File: config.mk
export PLATFORM = sky130hd
export DESIGN_NAME = playfair_digram_cipher
export DESIGN_NICKNAME = d
export VERILOG_FILES = /design/src/hw/rtl/pdc_pkg.sv /design/src/hw/rtl/pdc_ram.sv /design/src/hw/rtl/pdc_lane.sv /design/src/hw/rtl/pdc_merge.sv /design/src/hw/rtl/playfair_digram_cipher.sv
export SDC_FILE = /design/constraint.sdc
export NUM_CORES = 1
export LEC_CHECK = 0
export ABC_AREA = 1
export BUFFER_PORTS_ARGS = -buffer_cell sky130_fd_sc_hd__buf_2
export CORE_ASPECT_RATIO = 1.4
export CORE_UTILIZATION = 45
export DETAILED_ROUTE_END_ITERATION = 6
export SYNTH_ARGS = -nofsm -noshare
export SYNTH_HDL_FRONTEND = slang
export SYNTH_SLANG_ARGS = --single-unit
File: constraint.sdc
create_clock -name clk -period 6.27 [get_ports clk]
set_clock_uncertainty 0.15 [all_clocks]
set_input_delay 0.9405 -clock clk [delete_from_list [all_inputs] [get_ports clk]]
set_output_delay 0.9405 -clock clk [all_outputs]
set_load 0.03 [all_outputs]
File: src/hw/rtl/pdc_pkg.sv
// shared types, constants and helpers for the playfair digram cipher
// no dependencies; used by every module under hw/rtl but pdc_ram
package pdc_pkg;

  localparam int NUM_CELLS = 25;
  localparam int SIDE      = 5;
  localparam int POS_W     = 5;

  localparam logic [POS_W-1:0] FILL_FULL = 5'd25;

  localparam logic [7:0] CHAR_A = 8'h41;
  localparam logic [7:0] CHAR_J = 8'h4a;
  localparam logic [7:0] CHAR_Z = 8'h5a;

  typedef enum logic [1:0] {
    FUNC_CLEAR   = 2'd0,
    FUNC_KEY     = 2'd1,
    FUNC_FINISH  = 2'd2,
    FUNC_ENCRYPT = 2'd3
  } func_t;

  typedef enum logic [1:0] {
    STATUS_OK         = 2'd0,
    STATUS_NOT_FOUND  = 2'd1,
    STATUS_INCOMPLETE = 2'd2
  } status_t;

  typedef enum logic [2:0] {
    ST_IDLE,
    ST_FINISH,
    ST_CALC,
    ST_READ,
    ST_RESULT
  } state_t;

  typedef struct packed {
    func_t      func;
    logic [7:0] letter_a;
    logic [7:0] letter_b;
  } item_t;

  typedef struct packed {
    logic [7:0] cipher_a;
    logic [7:0] cipher_b;
    status_t    status;
  } result_t;

  typedef struct packed {
    logic [NUM_CELLS-1:0] a;
    logic [NUM_CELLS-1:0] b;
  } lane_hits_t;

  typedef struct packed {
    logic             found_a;
    logic             found_b;
    logic [POS_W-1:0] pos_a;
    logic [POS_W-1:0] pos_b;
  } match_t;

  typedef struct packed {
    logic [2:0] row;
    logic [2:0] col;
  } rc_t;

  // square position (0..24) to row and column
  function automatic rc_t pos_to_rc(input logic [POS_W-1:0] pos);
    rc_t             rc;
    logic [POS_W-1:0] base;
    if (pos >= 5'd20) begin
      rc.row = 3'd4;
    end else if (pos >= 5'd15) begin
      rc.row = 3'd3;
    end else if (pos >= 5'd10) begin
      rc.row = 3'd2;
    end else if (pos >= 5'd5) begin
      rc.row = 3'd1;
    end else begin
      rc.row = 3'd0;
    end
    base   = {rc.row[2:0], 2'b00} + {2'b00, rc.row};
    rc.col = 3'(pos - base);
    return rc;
  endfunction

  // row and column back to a square position
  function automatic logic [POS_W-1:0] rc_to_pos(input logic [2:0] row,
                                                 input logic [2:0] col);
    return {row, 2'b00} + {2'b00, row} + {2'b00, col};
  endfunction

  // step one place along a side of the square with wrap
  function automatic logic [2:0] wrap_inc(input logic [2:0] v);
    return (v == 3'(SIDE - 1)) ? 3'd0 : v + 3'd1;
  endfunction

endpackage

File: src/hw/rtl/pdc_ram.sv
// generic single write port, dual registered read port ram
// no dependencies
module pdc_ram #(
  parameter int WIDTH = 8,
  parameter int DEPTH = 25
) (
  input  logic                     clk,
  input  logic                     we,
  input  logic [$clog2(DEPTH)-1:0] waddr,
  input  logic [WIDTH-1:0]         wdata,
  input  logic [$clog2(DEPTH)-1:0] raddr_a,
  input  logic [$clog2(DEPTH)-1:0] raddr_b,
  output logic [WIDTH-1:0]         rdata_a,
  output logic [WIDTH-1:0]         rdata_b
);

  logic [WIDTH-1:0] mem [DEPTH];

  always_ff @(posedge clk) begin
    if (we) begin
      mem[waddr] <= wdata;
    end
    rdata_a <= mem[raddr_a];
    rdata_b <= mem[raddr_b];
  end

endmodule

File: src/hw/rtl/pdc_lane.sv
// one square cell: holds its letter and compares it against both probes
// depends on pdc_pkg
module pdc_lane #(
  parameter int LANE_IDX = 0
) (
  input  logic                       clk,
  input  logic                       wr_en,
  input  logic [pdc_pkg::POS_W-1:0]  wr_idx,
  input  logic [7:0]                 wr_data,
  input  logic [pdc_pkg::POS_W-1:0]  fill,
  input  logic [7:0]                 probe_a,
  input  logic [7:0]                 probe_b,
  output logic                       hit_a,
  output logic                       hit_b
);

  localparam logic [pdc_pkg::POS_W-1:0] IDX = pdc_pkg::POS_W'(LANE_IDX);

  logic [7:0] entry;
  logic       held;

  always_ff @(posedge clk) begin
    if (wr_en && wr_idx == IDX) begin
      entry <= wr_data;
    end
  end

  // cells at or beyond the fill count are not part of the square
  assign held  = IDX < fill;
  assign hit_a = held && (entry == probe_a);
  assign hit_b = held && (entry == probe_b);

endmodule

File: src/hw/rtl/pdc_merge.sv
// merges the lane hits: lowest matching cell wins for each probe
// depends on pdc_pkg
module pdc_merge (
  input  pdc_pkg::lane_hits_t hits,
  output pdc_pkg::match_t     match
);

  always_comb begin
    match = '0;
    for (int k = pdc_pkg::NUM_CELLS - 1; k >= 0; k--) begin
      if (hits.a[k]) begin
        match.found_a = 1'b1;
        match.pos_a   = pdc_pkg::POS_W'(k);
      end
      if (hits.b[k]) begin
        match.found_b = 1'b1;
        match.pos_b   = pdc_pkg::POS_W'(k);
      end
    end
  end

endmodule

File: src/hw/rtl/playfair_digram_cipher.sv
// playfair digram cipher top level: control, 25 compare lanes, merge, square ram
// depends on pdc_pkg, pdc_lane, pdc_merge, pdc_ram
//
//   channel  | valid        | stall        | payload
//   ---------+--------------+--------------+------------------------
//   input    | item_valid   | item_stall   | item   (pdc_pkg::item_t)
//   output   | result_valid | result_stall | result (pdc_pkg::result_t)
//
// clear and key letter go straight to output load; encrypt runs lane compare,
// corner math, square ram read and output load, or skips to output load on an
// incomplete square and skips the read when a letter is missing; finish feeds one
// alphabet letter per cycle through the lane compare, until Z or a full square.
// rst is synchronous active high and empties the square (fill count only).
// an item is taken only in idle; a finished result waits in its own register
// while result_stall is high, and the next item may be accepted meanwhile.
module playfair_digram_cipher (
  input  logic             clk,
  input  logic             rst,
  input  logic             item_valid,
  output logic             item_stall,
  input  pdc_pkg::item_t   item,
  output logic             result_valid,
  input  logic             result_stall,
  output pdc_pkg::result_t result
);

  pdc_pkg::state_t   state, state_next;
  logic [pdc_pkg::POS_W-1:0] fill, fill_next;
  logic [7:0]        cand, cand_next;
  pdc_pkg::match_t   match_reg, match_reg_next;
  pdc_pkg::result_t  res, res_next;

  pdc_pkg::lane_hits_t hits;
  pdc_pkg::match_t     match;
  logic [7:0]          probe_a;
  logic                append_en;
  logic                finish_done;
  logic                load_out;
  logic [7:0]          rdata_a, rdata_b;
  logic [pdc_pkg::POS_W-1:0] raddr_a, raddr_b;
  pdc_pkg::rc_t        rc_a, rc_b;
  logic                not_full;

  assign not_full = fill < pdc_pkg::FILL_FULL;

  // compare lanes
  for (genvar g = 0; g < pdc_pkg::NUM_CELLS; g++) begin : g_lane
    pdc_lane #(.LANE_IDX(g)) u_lane (
      .clk     (clk),
      .wr_en   (append_en),
      .wr_idx  (fill),
      .wr_data (probe_a),
      .fill    (fill),
      .probe_a (probe_a),
      .probe_b (item.letter_b),
      .hit_a   (hits.a[g]),
      .hit_b   (hits.b[g])
    );
  end

  pdc_merge u_merge (
    .hits  (hits),
    .match (match)
  );

  pdc_ram #(.WIDTH(8), .DEPTH(pdc_pkg::NUM_CELLS)) u_ram (
    .clk     (clk),
    .we      (append_en),
    .waddr   (fill),
    .wdata   (probe_a),
    .raddr_a (raddr_a),
    .raddr_b (raddr_b),
    .rdata_a (rdata_a),
    .rdata_b (rdata_b)
  );

  assign finish_done = (cand == pdc_pkg::CHAR_Z) || !not_full;

  // next state
  always_comb begin
    state_next = state;
    unique case (state)
      pdc_pkg::ST_IDLE: begin
        if (item_valid) begin
          unique case (item.func)
            pdc_pkg::FUNC_CLEAR, pdc_pkg::FUNC_KEY: state_next = pdc_pkg::ST_RESULT;
            pdc_pkg::FUNC_FINISH:  state_next = pdc_pkg::ST_FINISH;
            pdc_pkg::FUNC_ENCRYPT: state_next = not_full ? pdc_pkg::ST_RESULT
                                                         : pdc_pkg::ST_CALC;
            default:               state_next = pdc_pkg::ST_RESULT;
          endcase
        end
      end
      pdc_pkg::ST_FINISH: begin
        if (finish_done) state_next = pdc_pkg::ST_RESULT;
      end
      pdc_pkg::ST_CALC: begin
        state_next = (match_reg.found_a && match_reg.found_b) ? pdc_pkg::ST_READ
                                                              : pdc_pkg::ST_RESULT;
      end
      pdc_pkg::ST_READ:   state_next = pdc_pkg::ST_RESULT;
      pdc_pkg::ST_RESULT: begin
        if (load_out) state_next = pdc_pkg::ST_IDLE;
      end
      default: state_next = pdc_pkg::ST_IDLE;
    endcase
  end

  // outputs of the state machine
  always_comb begin
    item_stall     = 1'b1;
    probe_a        = item.letter_a;
    append_en      = 1'b0;
    fill_next      = fill;
    cand_next      = cand;
    match_reg_next = match_reg;
    res_next       = res;
    load_out       = 1'b0;
    rc_a           = pdc_pkg::pos_to_rc(match_reg.pos_a);
    rc_b           = pdc_pkg::pos_to_rc(match_reg.pos_b);
    raddr_a        = '0;
    raddr_b        = '0;
    unique case (state)
      pdc_pkg::ST_IDLE: begin
        item_stall = 1'b0;
        res_next   = '0;
        if (item_valid) begin
          unique case (item.func)
            pdc_pkg::FUNC_CLEAR: fill_next = '0;
            pdc_pkg::FUNC_KEY: begin
              append_en = !match.found_a && not_full;
            end
            pdc_pkg::FUNC_FINISH: cand_next = pdc_pkg::CHAR_A;
            pdc_pkg::FUNC_ENCRYPT: begin
              match_reg_next = match;
              if (not_full) res_next.status = pdc_pkg::STATUS_INCOMPLETE;
            end
            default: fill_next = fill;
          endcase
        end
      end
      pdc_pkg::ST_FINISH: begin
        probe_a   = cand;
        append_en = !match.found_a && not_full;
        // the alphabet walk skips J
        cand_next = (cand + 8'd1 == pdc_pkg::CHAR_J) ? cand + 8'd2 : cand + 8'd1;
      end
      pdc_pkg::ST_CALC: begin
        if (!(match_reg.found_a && match_reg.found_b)) begin
          res_next.status = pdc_pkg::STATUS_NOT_FOUND;
        end else if (rc_a.row == rc_b.row) begin
          raddr_a = pdc_pkg::rc_to_pos(rc_a.row, pdc_pkg::wrap_inc(rc_a.col));
          raddr_b = pdc_pkg::rc_to_pos(rc_b.row, pdc_pkg::wrap_inc(rc_b.col));
        end else if (rc_a.col == rc_b.col) begin
          raddr_a = pdc_pkg::rc_to_pos(pdc_pkg::wrap_inc(rc_a.row), rc_a.col);
          raddr_b = pdc_pkg::rc_to_pos(pdc_pkg::wrap_inc(rc_b.row), rc_b.col);
        end else begin
          // rectangle corners swap columns
          raddr_a = pdc_pkg::rc_to_pos(rc_a.row, rc_b.col);
          raddr_b = pdc_pkg::rc_to_pos(rc_b.row, rc_a.col);
        end
      end
      pdc_pkg::ST_READ: begin
        res_next.cipher_a = rdata_a;
        res_next.cipher_b = rdata_b;
        res_next.status   = pdc_pkg::STATUS_OK;
      end
      pdc_pkg::ST_RESULT: begin
        load_out = !result_valid || !result_stall;
      end
      default: item_stall = 1'b1;
    endcase
    if (append_en) fill_next = fill + 5'd1;
    // no transaction is taken while in reset
    if (rst) item_stall = 1'b1;
  end

  always_ff @(posedge clk) begin
    if (rst) begin
      state        <= pdc_pkg::ST_IDLE;
      fill         <= '0;
      result_valid <= 1'b0;
    end else begin
      state <= state_next;
      fill  <= fill_next;
      if (load_out) begin
        result_valid <= 1'b1;
      end else if (!result_stall) begin
        result_valid <= 1'b0;
      end
    end
  end

  always_ff @(posedge clk) begin
    cand      <= cand_next;
    match_reg <= match_reg_next;
    res       <= res_next;
    if (load_out) begin
      result <= res;
    end
  end

`ifndef SYNTHESIS
  a_fill_bound: assert property (@(posedge clk) disable iff (rst)
    fill <= pdc_pkg::FILL_FULL)
    else $error("fill count beyond square size");

  a_fill_quiet: assert property (@(posedge clk) disable iff (rst)
    (state == pdc_pkg::ST_CALC || state == pdc_pkg::ST_READ ||
     state == pdc_pkg::ST_RESULT) |=> $stable(fill))
    else $error("square changed while an encrypt or result was pending");

  a_result_load: assert property (@(posedge clk) disable iff (rst)
    (state == pdc_pkg::ST_RESULT && (!result_valid || !result_stall))
      |=> (result_valid && state == pdc_pkg::ST_IDLE))
    else $error("finished transaction not moved to the output register");

  a_error_zero: assert property (@(posedge clk) disable iff (rst)
    (result_valid && result.status != pdc_pkg::STATUS_OK)
      |-> (result.cipher_a == 8'd0 && result.cipher_b == 8'd0))
    else $error("error status with nonzero cipher letters");
`endif

endmodule

==> results of run 1 <==
## power groups by stage
stage | sequential (uW) | clock, uW | combinational (uW)
after floorplan | 3750 | 0 | 538
after global placement | 3740 | 0 | 901
after detailed placement | 3740 | 0 | 913
after CTS | 3670 | 3380 | 918
after global routing | 3670 | 3470 | 994
final | 3670 | 3350 | 926
## cell usage after synthesis (all sizes together) (4+ instances only)
cell type | instances | area, um^2
nor3b | 6 | 45.0
a21oi | 68 | 340
o22ai | 13 | 81.3
inv | 306 | 1150
or2 | 28 | 175
nor2 | 219 | 830
xor2 | 186 | 1640
dfxtp | 25 | 500
nor3 | 55 | 275
a211oi | 7 | 52.6
buf | 95 | 513
nand2 | 525 | 1990
ha | 38 | 475
a2111oi | 12 | 105
a221oi | 4 | 35.0
clkbuf | 42 | 158
o21a | 12 | 90.1
a31oi | 9 | 56.3
nor4 | 38 | 244
nand4 | 46 | 288
o21ai | 115 | 602
o211ai | 179 | 1360
o2111ai | 4 | 35.0
and3 | 5 | 31.3
nand3 | 229 | 1160
fa | 10 | 200
edfxtp | 456 | 13700
o221ai | 4 | 35.0
xnor2 | 94 | 823
## final cells by class
type                            count  area, um^2
Tap cell                          756         946
Fill cell                        5486       29400
Sequential cell                   481       14200
Inverter                          309        1160
Clock buffer                       52        1260
Multi-Input combinational cell   1926       11200
Antenna cell                        1        2.50
Clock inverter                     39         572
Timing Repair Buffer              132         955
## routing by layer
metal	part of all wire (%)	global-route usage [%]	vias to the layer above
met4	7.5	20.4	0
met2	50	51.8	1043
met3	6.5	4.04	334
met1	36	32.9	10600
li1	-	-	9982
met5	0	0	-
## stage by stage
stage / total power, uW / hold slack (ps) / cell area (um^2) / util, %
after floorplan: 4290 / 250 / 27200 / -
after global placement: 4640 / 252 / 28400 / 47.7
after detailed placement: 4650 / 255 / 28500 / 47.7
after CTS: 7970 / 265 / 30300 / 50.7
after global routing: 8140 / 269 / 30300 / 50.8
final: 7940 / 264 / 30300 / 50.8
## timing repair
action                                 4_1_cts  5_1_grt
endpoints found under the hold margin        0        0
buffers inserted                             0        0
gates resized for setup                      0        3
setup endpoints to repair                    0        5
## worst min path at each step
| stage | endpoint | from |
|---|---|---|
| 6_report | result[5] | res[5] |
| 5_1_grt | result[5] | res[5] |
| 4_1_cts | result[5] | res[5] |
| 3_5_place_dp | result[15] | res[15] |
| 3_3_place_gp | result[5] | res[5] |
| 2_1_floorplan | result[0] | res[0] |
## worst reg2reg max path: cells and delay by family, from the launching register on
family	cells	cell delay (ps)
buffers and inverters	4	780
adders and majority gates	5	1810
and+or+nand+nor	10	2000
DFF	1	480
AOI/OAI and AO/OA	4	680
## logic make-up after synthesis
| group | after synthesis | share of synthesized area (%) |
|---|---|---|
| buf+inv | 446 | 6.75 |
| simple gates | 1160 | 18.8 |
| flops | 481 | 52.3 |
| xor+xnor | 280 | 9.08 |
| fa+ha+maj | 48 | 2.49 |
| compound gates | 438 | 10.6 |
==> flow_summary.json, run 1 <==
{
  "drive_above_1_share_pct": 9.90,
  "synth-main-ff-cell": "edfxtp_1",
  "postSynthAreaPerCell_um2": 9.52,
  "finalHoldViolations": 0,
  "num_rows": 106,
  "intPower_uw": 5910,
  "final_cell_mix": "nand2_1, edfxtp_1, inv_1",
  "drcViolationCount": 4,
  "cts_tree": "yes",
  "violations": "design-rule violations",
  "rrSetupSlack_ps": 310,
  "status": "finished with violations",
  "dr_total_vias": 21900,
  "reg.largest.list": "g_lane.u_lane.entry x200, u_ram.mem x200",
  "critPathCapture": "u_ram.rdata_b[1]",
  "nNetsFinal": 2969,
  "dp.cells": 3604,
  "post_drt_wl_per_cell_um": 24.5,
  "slowest_stage": "fa_1",
  "ys_types": 57,
  "p_leak_uw": 0.0120,
  "fmax_mhz": 168,
  "hold_class": "register to register",
  "die_h_um": 293,
  "clock_latency_ps": 630,
  "cts-buffers-inserted": 49,
  "worstPathCellList": "nor2_1, nand2_1, o21ai_2, nand2_1, nand2_2, inv_1, nor2_1, ha_1, inv_1, fa_1, inv_1, ha_1, a21oi_1, ha_1, fa_1, or2_2, nand3_2, buf_6, o211ai_1, nand3_1, nand3_1, nand3_1, o21a_1",
  "crit_path_end_kind": "register",
  "ir_worst_vdd_mv": 0.226,
  "grt_pass1_wl_um": 135000,
  "antenna_found_initial": 1,
  "switchingPower_uw": 2030,
  "via_per_inst": 5.94,
  "grt_pass1_vias": 22100,
  "synthCells": 2853,
  "syn-cell-area_mm2": 0.0272,
  "fin_setup_tns_ps": 0,
  "start_util_pct": 45.5,
  "seqPwrFrac_pct": 46.2,
  "routed_wirelength_um": 90700,
  "required_ps": 6670,
  "power.share.switching_pct": 25.5,
  "worstPathArrival_ps": 6360,
  "clkTransAtPathRegs_ps": 60,
  "rsz0062_at_grt": "no",
  "hold_depth": 0,
  "portBuffers": 41,
  "yosysWarningCount": 0,
  "startpoint": "match_reg[2]",
  "root_buffer": "clkbuf_16",
  "dieArea_mm2": 0.0614,
  "final.min_clock_period_ps": 5960,
  "setup_viol": 0,
  "power_density_mw_per_mm2": 262,
  "crit_type": "register to register",
  "synth_edf_count": 456,
  "synthArstFlopShare_pct": 0,
  "dp_slack_ps": 248,
  "p_comb_share_pct": 11.7,
  "critical_path_buf_inv_count": 4,
  "ant_nets": 0,
  "core_mm2": 0.0597,
  "grt_use_total_pct": 29.5,
  "slew_headroom_pct": 11.9,
  "drt_iter0_drc": 2084,
  "timing.final.crit_share_pct": 95.0,
  "final_cells": 3696,
  "synthesis.nets": 2923,
  "syn_to_final_growth_pct": 11.5,
  "cpPeakStageDelay_ps": 710,
  "slew_viol_final": 0,
  "worstPathMaxFanout": 51,
  "ys_seq_area_share_pct": 52.3,
  "die_x_um": 210,
  "p_clk_share_pct": 42.1,
  "crit_path_start_kind": "register",
  "pin_count": 42,
  "overflow": 0,
  "clockBufferDepth": 3,
  "cts_sinks": 481,
  "drv_cap": 0,
  "grt_max_degree": 74,
  "final_common_cell": "nand2_1",
  "worstMarginPinSlew_ps": 1310,
  "hold_buffers": 0,
  "setup_slack_ps": 314,
  "path_delay_family": "simple AND/OR/NAND/NOR gates",
  "yosys_register_bits": 481,
  "drtPass1Iterations": 7,
  "reg2reg_to": "u_ram.rdata_b[1]",
  "r2r_cells": 23,
  "dpl.hpwl_um": 63100,
  "cp.depth": 23,
  "htree_num_levels": 2,
  "routabilityCongestion": 0.957,
  "r2r_start": "match_reg[2]"
}
No activity file was read; power rests on OpenSTA's default activity.
==> run 2: changes to the inputs <==
--- a/config.mk
+++ b/config.mk
@@ -10,6 +10,8 @@
 export CORE_ASPECT_RATIO = 1.4
 export CORE_UTILIZATION = 45
 export DETAILED_ROUTE_END_ITERATION = 6
+export PLACE_DENSITY_LB_ADDON = 0.2
+export REMOVE_ABC_BUFFERS = 1
 export SYNTH_ARGS = -nofsm -noshare
 export SYNTH_HDL_FRONTEND = slang
 export SYNTH_SLANG_ARGS = --single-unit
==> flow_summary.json, run 2 (same netlist as run 1, synthesis figures left out) <==
{
  "syn_to_final_growth_pct": 10.8,
  "via_per_inst": 5.83,
  "grt_max_degree": 113,
  "setup_slack_ps": 538,
  "fmax_mhz": 174,
  "ir_worst_vdd_mv": 0.234,
  "clock_latency_ps": 610,
  "multi_input_area_mm2": 0.0112,
  "routabilityCongestion": 0.929,
  "status": "finished with violations",
  "switchingPower_uw": 1960,
  "grt_pass1_vias": 21100,
  "pin_count": 42,
  "p_clk_share_pct": 38.5,
  "root_buffer": "clkbuf_16",
  "power_density_mw_per_mm2": 248,
  "drive_above_1_share_pct": 9.65,
  "drv_cap": 0,
  "dp.cells": 3609,
  "seqPwrFrac_pct": 49.1,
  "setup_viol": 0,
  "overflow": 0,
  "worstMarginPinSlew_ps": 1150,
  "ant_nets": 0,
  "n_fill_cell": 5419,
  "cts_sinks": 481,
  "r2r_cells": 23,
  "cts_tree": "yes",
  "portBuffers": 41,
  "routed_wirelength_um": 87700,
  "htree_num_levels": 2,
  "cpPeakStageDelay_ps": 540,
  "finalHoldViolations": 0,
  "hold_depth": 0,
  "die_h_um": 293,
  "drt_iter0_drc": 1747,
  "required_ps": 6620,
  "slew_viol_final": 0,
  "grt_pass1_wl_um": 131000,
  "core_mm2": 0.0597,
  "final_cell_mix": "nand2_1, edfxtp_1, inv_1",
  "worstPathCellList": "nor2_1, nand2_1, o21ai_2, nand2_1, nand2_2, inv_1, nor2_1, ha_1, inv_1, fa_1, xor2_2, inv_1, fa_1, fa_1, nand2_1, o211ai_1, o21ai_1, nand2_2, inv_2, nand3_1, nand3_1, nand3_1, o21a_1",
  "crit_path_start_kind": "register",
  "start_util_pct": 45.5,
  "worstPathMaxFanout": 23,
  "p_comb_share_pct": 12.3,
  "drcViolationCount": 3,
  "timing.final.crit_share_pct": 91.4,
  "post_drt_wl_per_cell_um": 23.7,
  "dpl.hpwl_um": 60700,
  "final.min_clock_period_ps": 5730,
  "final_common_cell": "nand2_1",
  "slew_headroom_pct": 23.5,
  "postCtsSetupBuffers": 0,
  "dp_slack_ps": 473,
  "slowest_stage": "fa_1",
  "num_rows": 106,
  "antenna_found_initial": 3,
  "clkTransAtPathRegs_ps": 70,
  "post_cts_resized": 0,
  "intPower_uw": 5500,
  "violations": "design-rule violations",
  "crit_path_end_kind": "register",
  "final_cells": 3702,
  "clockBufferDepth": 3,
  "crit_type": "register to register",
  "rsz0062_at_grt": "no",
  "dr_total_vias": 21600,
  "stdcell_area_mm2": 0.0301,
  "holdWs_ps": 269,
  "regArea_mm2": 0.0142,
  "grt_use_total_pct": 28.7,
  "dieArea_mm2": 0.0614,
  "hold_buffers": 0,
  "cts-buffers-inserted": 49,
  "drtPass1Iterations": 7,
  "p_leak_uw": 0.0120,
  "fin_setup_tns_ps": 0,
  "worstPathArrival_ps": 6090,
  "reg.largest.list": "g_lane.u_lane.entry x200, u_ram.mem x200",
  "placed_area_mm2": 0.0285,
  "power.share.switching_pct": 26.3,
  "hold_class": "register to register",
  "nNetsFinal": 2974,
  "die_x_um": 210
}
## run 2: critical path, delay by kind of cell (launching register included)
| family | cells | cell delay, ps |
|---|---|---|
| fa+ha+maj | 4 | 1670 |
| simple gates | 10 | 1660 |
| buf+inv | 4 | 790 |
| compound gates | 4 | 510 |
| flops | 1 | 470 |
| xor+xnor | 1 | 370 |
## run 2: path summary, 6_finish.rpt
check | start | slack [ps] | endpoint
hold / removal | res[5] | 270 | result[5]
hold reg to reg | res[5] | 270 | result[5]
setup / recovery | match_reg[2] | 540 | u_ram.rdata_b[1]
setup reg to reg | match_reg[2] | 540 | u_ram.rdata_b[1]
## run 2: metal layers
layer	track usage (%)	share of wire (%)	vias to the layer above
met5	0	0.015	-
met4	17.3	6.5	2
met3	3.99	6.4	284
met2	51.0	50	965
met1	32.5	37	10300
li1	-	-	10000
## run 2: cell type report
type | count | area share (%)
inverters | 309 | 3.86
well taps | 756 | 3.14
clock inverters | 24 | 0.686
diodes | 2 | 0.0166
flip-flops and latches | 481 | 47.2
multi-input cells | 1926 | 37.2
repair buffers | 137 | 3.49
clock buffers | 67 | 4.47
## run 2: metrics by stage
step           total power [uW]  util (%)
2_1_floorplan              4250         -
3_3_place_gp               4640      47.8
3_5_place_dp               4650      47.8
4_1_cts                    7500      50.4
5_1_grt                    7690      50.4
6_report                   7470      50.4
## run 2: power groups by stage
stage,logic [uW],clock network [uW],registers (uW)
after global placement,901,0,3740
after global routing,992,3020,3670
after CTS,916,2920,3670
final,921,2880,3670
after detailed placement,913,0,3740
after floorplan,498,0,3760
